`config.mk`:
```
export PLATFORM = sky130hd
export DESIGN_NAME = sine_cosine_approximator_unit
export DESIGN_NICKNAME = d
export VERILOG_FILES = /design/src/hw/rtl/scaa_pkg.sv /design/src/hw/rtl/sine_cosine_approximator_unit.sv /design/src/hw/rtl/scaa_poly_pipe.sv
export SDC_FILE = /design/constraint.sdc
export NUM_CORES = 1
export LEC_CHECK = 0
export ABC_AREA = 0
export ABC_CLOCK_PERIOD_IN_PS = 5200
export BUFFER_PORTS_ARGS = -buffer_cell sky130_fd_sc_hd__buf_2
export CORE_MARGIN = 4
export CORE_UTILIZATION = 45
export CTS_CLUSTER_DIAMETER = 150
export DETAILED_ROUTE_END_ITERATION = 7
export PLACE_DENSITY = 0.7
export SETUP_SLACK_MARGIN = 0.4
export SLEW_MARGIN = 5
export SYNTH_ARGS = -nofsm -noshare
export SYNTH_HDL_FRONTEND = slang
export SYNTH_SLANG_ARGS = --single-unit
```
`constraint.sdc`:
```
create_clock -name clock -period 5.2 [get_ports clock]
set_input_delay 1.04 -clock clock [delete_from_list [all_inputs] [get_ports clock]]
set_output_delay 1.04 -clock clock [all_outputs]
set_load 0.01 [all_outputs]
```
`src/hw/rtl/scaa_pkg.sv`:
```
// Shared types and constants for the sine/cosine approximator.
// No dependencies; imported by scaa_poly_pipe and sine_cosine_approximator_unit.
package scaa_pkg;

   // Field widths.
   localparam int AngleWidth = 8;
   localparam int ValueWidth = 10;
   localparam int BaseWidth  = 5;
   localparam int SqWidth    = 2 * BaseWidth;
   localparam int MagWidth   = 9;
   localparam int SineWidth  = 8;
   localparam int CorrWidth  = 12;
   localparam int EWidth     = 16;

   // Angle geometry in 1/200 turn units.
   localparam logic [AngleWidth-1:0] FullTurn     = 8'd200;
   localparam logic [AngleWidth-1:0] ThreeQuarter = 8'd150;
   localparam logic [AngleWidth-1:0] HalfTurn     = 8'd100;
   localparam logic [AngleWidth-1:0] QuarterTurn  = 8'd50;
   localparam logic [AngleWidth-1:0] SineMaxBase  = 8'd27;
   localparam logic [AngleWidth-1:0] CosMaxBase   = 8'd22;

   // Sine polynomial constants.
   localparam logic [6:0]           SineCubeMul = 7'd86;
   localparam logic [7:0]           SineRound   = 8'd128;
   localparam logic [CorrWidth-1:0] SineCorrOne = 12'd2048;
   localparam logic [6:0]           SineBias    = 7'd64;
   localparam int                   SineLinShift = 4;

   // Cosine polynomial constants.
   localparam logic [MagWidth-1:0]  CosOne   = 9'd256;
   localparam logic [2:0]           CosRound = 3'd4;
   localparam logic [BaseWidth-1:0] CosKnee  = 5'd16;

   // Folded angle: base-range argument, which polynomial, and the sign.
   typedef struct packed {
      logic [BaseWidth-1:0] base;
      logic                 use_sine;
      logic                 negate;
   } fold_type;

endpackage

```
`src/hw/rtl/sine_cosine_approximator_unit.sv`:
```
// Sine/cosine approximator: angle in 1/200 turn to sine*256 and cosine*256.
// Five register stages (fold, square, correction, product, sign select); rsp_valid travels with the data.
// Throughput: one request per clock; busy is always low, the five-stage pipeline never stalls.
// Reset (synchronous, active high) clears only the valid bits; data registers are not reset.
// Results are not held: each stays on rsp_* for the single cycle that rsp_valid marks.
// Depends on scaa_pkg and scaa_poly_pipe.
module sine_cosine_approximator_unit (
   input  logic                                      clock,
   input  logic                                      reset,
   input  logic                                      start,
   output logic                                      busy,
   input  logic [scaa_pkg::AngleWidth-1:0]           req_angle,
   output logic                                      rsp_valid,
   output logic signed [scaa_pkg::ValueWidth-1:0]    rsp_sine_value,
   output logic signed [scaa_pkg::ValueWidth-1:0]    rsp_cosine_value
);
   import scaa_pkg::*;

   // One fold stage plus four polynomial stages.
   localparam int Stages = 5;

   logic [AngleWidth-1:0] angle_wrapped;
   fold_type              sine_fold_ff;
   fold_type              sine_fold_in;
   fold_type              cos_fold_ff;
   fold_type              cos_fold_in;
   logic [Stages-1:0]     valid_ff;
   logic [Stages-1:0]     valid_in;

   function automatic fold_type make_fold(input logic [AngleWidth-1:0] diff,
                                          input logic use_sine,
                                          input logic negate);
      fold_type f;
      f.base     = diff[BaseWidth-1:0];
      f.use_sine = use_sine;
      f.negate   = negate;
      return f;
   endfunction

   // Sine by octant: each branch maps the angle onto a base range where
   // either the sine polynomial (0..27) or the cosine polynomial (0..22) holds.
   function automatic fold_type fold_sine(input logic [AngleWidth-1:0] x);
      fold_type f;
      if (x >= FullTurn - SineMaxBase) begin
         f = make_fold(FullTurn - x, 1'b1, 1'b1);
      end else if (x >= ThreeQuarter) begin
         f = make_fold(x - ThreeQuarter, 1'b0, 1'b1);
      end else if (x >= ThreeQuarter - CosMaxBase) begin
         f = make_fold(ThreeQuarter - x, 1'b0, 1'b1);
      end else if (x >= HalfTurn) begin
         f = make_fold(x - HalfTurn, 1'b1, 1'b1);
      end else if (x >= HalfTurn - SineMaxBase) begin
         f = make_fold(HalfTurn - x, 1'b1, 1'b0);
      end else if (x >= QuarterTurn) begin
         f = make_fold(x - QuarterTurn, 1'b0, 1'b0);
      end else if (x > SineMaxBase) begin
         f = make_fold(QuarterTurn - x, 1'b0, 1'b0);
      end else begin
         f = make_fold(x, 1'b1, 1'b0);
      end
      return f;
   endfunction

   // Cosine by octant, with the sine and cosine polynomials swapping roles.
   function automatic fold_type fold_cosine(input logic [AngleWidth-1:0] x);
      fold_type f;
      if (x >= FullTurn - CosMaxBase) begin
         f = make_fold(FullTurn - x, 1'b0, 1'b0);
      end else if (x >= ThreeQuarter) begin
         f = make_fold(x - ThreeQuarter, 1'b1, 1'b0);
      end else if (x >= ThreeQuarter - SineMaxBase) begin
         f = make_fold(ThreeQuarter - x, 1'b1, 1'b1);
      end else if (x >= HalfTurn) begin
         f = make_fold(x - HalfTurn, 1'b0, 1'b1);
      end else if (x >= HalfTurn - CosMaxBase) begin
         f = make_fold(HalfTurn - x, 1'b0, 1'b1);
      end else if (x >= QuarterTurn) begin
         f = make_fold(x - QuarterTurn, 1'b1, 1'b1);
      end else if (x > CosMaxBase) begin
         f = make_fold(QuarterTurn - x, 1'b1, 1'b0);
      end else begin
         f = make_fold(x, 1'b0, 1'b0);
      end
      return f;
   endfunction

   // The pipeline has no back-pressure, so a request is never refused.
   assign busy = 1'b0;

   // Angles past a full turn wrap once; 200 itself folds like 0.
   assign angle_wrapped = (req_angle > FullTurn) ? req_angle - FullTurn : req_angle;
   assign sine_fold_in  = fold_sine(angle_wrapped);
   assign cos_fold_in   = fold_cosine(angle_wrapped);

   // A request's valid bit moves one place per cycle alongside its data.
   assign valid_in = {valid_ff[Stages-2:0], start & ~busy};

   always_ff @(posedge clock) begin
      if (reset) begin
         valid_ff <= '0;
      end else begin
         valid_ff <= valid_in;
      end
   end

   // Folded arguments are registered before the polynomial pipelines.
   always_ff @(posedge clock) begin
      sine_fold_ff <= sine_fold_in;
      cos_fold_ff  <= cos_fold_in;
   end

   scaa_poly_pipe u_sine_pipe (
      .clock     (clock),
      .fold_in   (sine_fold_ff),
      .value_out (rsp_sine_value)
   );

   scaa_poly_pipe u_cos_pipe (
      .clock     (clock),
      .fold_in   (cos_fold_ff),
      .value_out (rsp_cosine_value)
   );

   assign rsp_valid = valid_ff[Stages-1];

endmodule

```
`src/hw/rtl/scaa_poly_pipe.sv`:
```
// Four-stage polynomial pipeline: square, correction, product, sign select.
// Depends on scaa_pkg for fold_type and the polynomial constants.
module scaa_poly_pipe (
   input  logic                                      clock,
   input  scaa_pkg::fold_type                        fold_in,
   output logic signed [scaa_pkg::ValueWidth-1:0]    value_out
);
   import scaa_pkg::*;

   // Stage A: square of the base argument.
   fold_type               fold_a_ff;
   logic [SqWidth-1:0]     sq_a_ff;
   logic [SqWidth-1:0]     sq_a_in;

   // Stage B: sine correction term and finished cosine magnitude.
   fold_type               fold_b_ff;
   logic [CorrWidth-1:0]   corr_b_ff;
   logic [CorrWidth-1:0]   corr_b_in;
   logic [MagWidth-1:0]    cos_b_ff;
   logic [MagWidth-1:0]    cos_b_in;
   logic [EWidth-1:0]      cube_prod;
   logic [SqWidth:0]       cos_sum;

   // Stage C: sine magnitude.
   fold_type               fold_c_ff;
   logic [SineWidth-1:0]   sin_c_ff;
   logic [SineWidth-1:0]   sin_c_in;
   logic [MagWidth-1:0]    cos_c_ff;
   logic [EWidth-1:0]      e_sum;

   // Stage D: signed result.
   logic [MagWidth-1:0]    mag_d;
   logic [ValueWidth-1:0]  value_d_ff;
   logic [ValueWidth-1:0]  value_d_in;

   assign sq_a_in = SqWidth'(fold_in.base) * SqWidth'(fold_in.base);

   // 86*sq + 128 stays below 2^16 over the whole base range.
   assign cube_prod = EWidth'(EWidth'(sq_a_ff) * EWidth'(SineCubeMul)) + EWidth'(SineRound);
   assign corr_b_in = SineCorrOne - CorrWidth'(cube_prod[EWidth-1:8]);

   assign cos_sum  = (SqWidth+1)'(sq_a_ff) + (SqWidth+1)'(CosRound);
   assign cos_b_in = CosOne - MagWidth'(cos_sum[SqWidth:3])
                     + MagWidth'(fold_a_ff.base > CosKnee);

   // e = x*corr + 64 + 16x, kept to 16 bits; the sine is its upper byte.
   assign e_sum = EWidth'(EWidth'(fold_b_ff.base) * EWidth'(corr_b_ff))
                  + EWidth'(SineBias)
                  + (EWidth'(fold_b_ff.base) << SineLinShift);
   assign sin_c_in = e_sum[EWidth-1:EWidth-SineWidth];

   assign mag_d      = fold_c_ff.use_sine ? MagWidth'(sin_c_ff) : cos_c_ff;
   assign value_d_in = fold_c_ff.negate ? ValueWidth'(-ValueWidth'(mag_d))
                                        : ValueWidth'(mag_d);

   always_ff @(posedge clock) begin
      fold_a_ff  <= fold_in;
      sq_a_ff    <= sq_a_in;
      fold_b_ff  <= fold_a_ff;
      corr_b_ff  <= corr_b_in;
      cos_b_ff   <= cos_b_in;
      fold_c_ff  <= fold_b_ff;
      sin_c_ff   <= sin_c_in;
      cos_c_ff   <= cos_b_ff;
      value_d_ff <= value_d_in;
   end

   assign value_out = signed'(value_d_ff);

endmodule
```
==> metrics <==
Total GRT Usage=17.1%; Worst-Margin Slew=0.802 ns; multiplexer share of the synthesized area=1.61%; Top-Level Pins=33; total clock sinks=160; # port buffers=31; CP max FO=5; arrival time at the worst endpoint=4.98 ns; MaxCap Viol Count=0; XOR/XNOR Fraction of Synth Area=8.20%; pin count of the biggest net entering global routing=21; worst hold path type=reg -> reg; CTS Buffer Depth=2; FP Rows=62; dominant cells by area after synthesis=dfxtp_1, ha_1, fa_1, xnor2_1, inv_1; # diodes=0; cell with the most instances after synthesis=ha_1; register area=3210 sq um; Worst path slowest cell=or4_1; status=complete, no violations; max frequency=215 MHz; Avg Cell Area, Syn=9.21 sq um; area occupied by multi-input gates=9210 sq um; DR vias=9737; kind of critical path=reg -> reg; final setup vio count=0; asr flop ratio synth=0%; startpoint types=flip-flop; CTS Root Cell=clkbuf_16; Die Ht=179 um; largest family of logic cells by synthesized area=adder cells; worst path buffer plus inverter count=2; initial antenna violation count=0; Ys Warns=0; setup TNS=0 ns; HPWL Detailed=21400 um; Primary FF master, synth=dfxtp_1; Final Wtd Congestion=0.901; Residual DRC=0; Worst R2R Path Depth=14; top cell type's share of synthesized area=24.5%; Post-Synth Simple-Gate Area=16.5%; Max-Slew Margin vs Limit=46.5%; Post-Synth Adder-Cell Area=31.7%; CTS tree=done; synth cell count leaders=ha_1, inv_1, dfxtp_1, nand2_1, fa_1; remaining antenna violation count=0; total wire length=26100 um; CP endpoint kind=flip-flop; Post-Synthesis Cells=1420; core area=28700 sq um; RSZ-0062 raised after global routing=yes; cts bufs inserted=17; layout cell share with drive strength beyond 1=7.99%; die area=31900 sq um; Clock transition at path regs=0.07 ns; WHS Path Cells=0; Initial Util=45.6%; skew final=0.00942 ns; drt pass-1 iters=5; fin crit period=4.65 ns; maximum level of the CTS H-tree=4; die width=179 um; drt initial violations=552; final std cells w/o fill=1873; number of synthesized register bits=160; Max stage delay on crit path=0.58 ns; fin. max-slew vios=0; Fillers=2644; final critical-path share of the clock period=89.5%; Worst Hold Launch=u_cos_pipe.cos_b_ff[3]; area growth from synthesis to layout=10.3%; Final Hold Vio Count=0; wire per inst=13.9 um; sequential share of the synthesized area=24.5%; CP delay by family, top=adder cells; vias in the first global route=9717; critical-path cell list=ha_1 > fa_1 > inv_1 > fa_1 > inv_1 > ha_1 > and2_1 > nor4_2 > o2111ai_2 > or4_1 > o21a_1 > o31a_1 > o2111a_2 > and2_1; Final nets=1761; reg2reg end=u_sine_pipe.corr_b_ff[11]; Hold Path Sink=u_cos_pipe.cos_c_ff[3]; WP data required=5.53 ns; post-synthesis compound-gate area fraction=11.9%; Mapped Area=13100 sq um; Via density=5.20; first-pass GRT wire length=45200 um; Synth cell types=77; Placed Cells=1841; clk_lat worst skew=0.43 ns; worst reg2reg startpoint=u_sine_pipe.sq_a_ff[3]; setup slack, reg-to-reg=0.55 ns; Post-synth EDFFs=0; global route overflow=0; cell taking the most area after synthesis=dfxtp_1
## placed cells by master, fill, tap and decap left out, types with 43 or more instances in the layout
cell type and count:
xnor2_1 83, fa_1 96, o21ai_0 43, and2_1 82, a21oi_1 49, nor2_1 69, nand2_1 125, inv_1 167
dfxtp_1 152, ha_1 178
## logic make-up (layout without fill, tap and decap cells)
kind of cell,count (synthesis),in the layout
simple gates,419,419
fa+ha+maj,274,274
compound gates,232,232
buf+inv,191,255
flops,160,160
xor+xnor,121,121
mux,21,21
other cells,2,7
## final cells by class
class / instances / area share (%)
inverter: 168 / 4.37
sequential: 160 / 22.3
timing repair buffer: 55 / 2.32
clock buffer: 17 / 2.95
multi-input combinational: 1074 / 63.8
tap: 384 / 3.33
clock inverter: 15 / 0.988
## flip-flops by register name (all words and copies together), names as in the netlist, 8 cells and up
name and count:
u_sine_pipe.cos_b_ff 9, u_cos_pipe.value_out 10, u_sine_pipe.sin_c_ff 8, u_sine_pipe.value_out 10
u_cos_pipe.sq_a_ff 8, u_cos_pipe.sin_c_ff 8, u_cos_pipe.cos_c_ff 9, u_sine_pipe.corr_b_ff 12
u_cos_pipe.corr_b_ff 12, u_cos_pipe.cos_b_ff 9, u_sine_pipe.sq_a_ff 8, u_sine_pipe.cos_c_ff 9
## metal layers
layer	up-vias	GRT usage (%)	part of all wire, %
met3	31	2.25	2.8
met2	142	29.4	48
li1	4914	-	-
met1	4650	22.7	48
met4	0	4.54	1.5
met5	-	0	0
## metrics by stage
stage | hold slack (ns) | setup slack, ns | utilization [%] | instance area [sq um]
floorplan | 0.310 | 0.670 | - | 13100
global placement | 0.310 | 0.565 | 48.2 | 13800
detailed placement | 0.312 | 0.486 | 48.2 | 13800
CTS | 0.325 | 0.468 | 50.2 | 14400
global route | 0.330 | 0.323 | 50.3 | 14400
finish | 0.323 | 0.546 | 50.3 | 14400
## worst max path at each step
| stage | startpoint | endpoint | slack [ns] | depth (start not counted) |
|---|---|---|---|---|
| 4_1_cts | u_sine_pipe.sq_a_ff[5] | u_sine_pipe.corr_b_ff[11] | 0.47 | 14 |
| 5_1_grt | u_cos_pipe.sq_a_ff[5] | u_cos_pipe.corr_b_ff[8] | 0.32 | 15 |
| 3_5_place_dp | u_sine_pipe.sq_a_ff[4] | u_sine_pipe.corr_b_ff[11] | 0.49 | 14 |
| 2_1_floorplan | u_sine_pipe.fold_b_ff[5] | u_sine_pipe.sin_c_ff[6] | 0.67 | 17 |
| 6_report | u_sine_pipe.sq_a_ff[3] | u_sine_pipe.corr_b_ff[11] | 0.55 | 14 |
| 3_3_place_gp | req_angle[2] | cos_fold_ff[5] | 0.56 | 17 |
## repair_timing
item,CTS,global route
endpoints found under the setup margin,0,14
buffers inserted,0,0
hold buffers,0,0
gates resized for setup,0,18
Power is not shown: default switching activity piles up to over one toggle a cycle in this logic, so the estimate is an artifact.
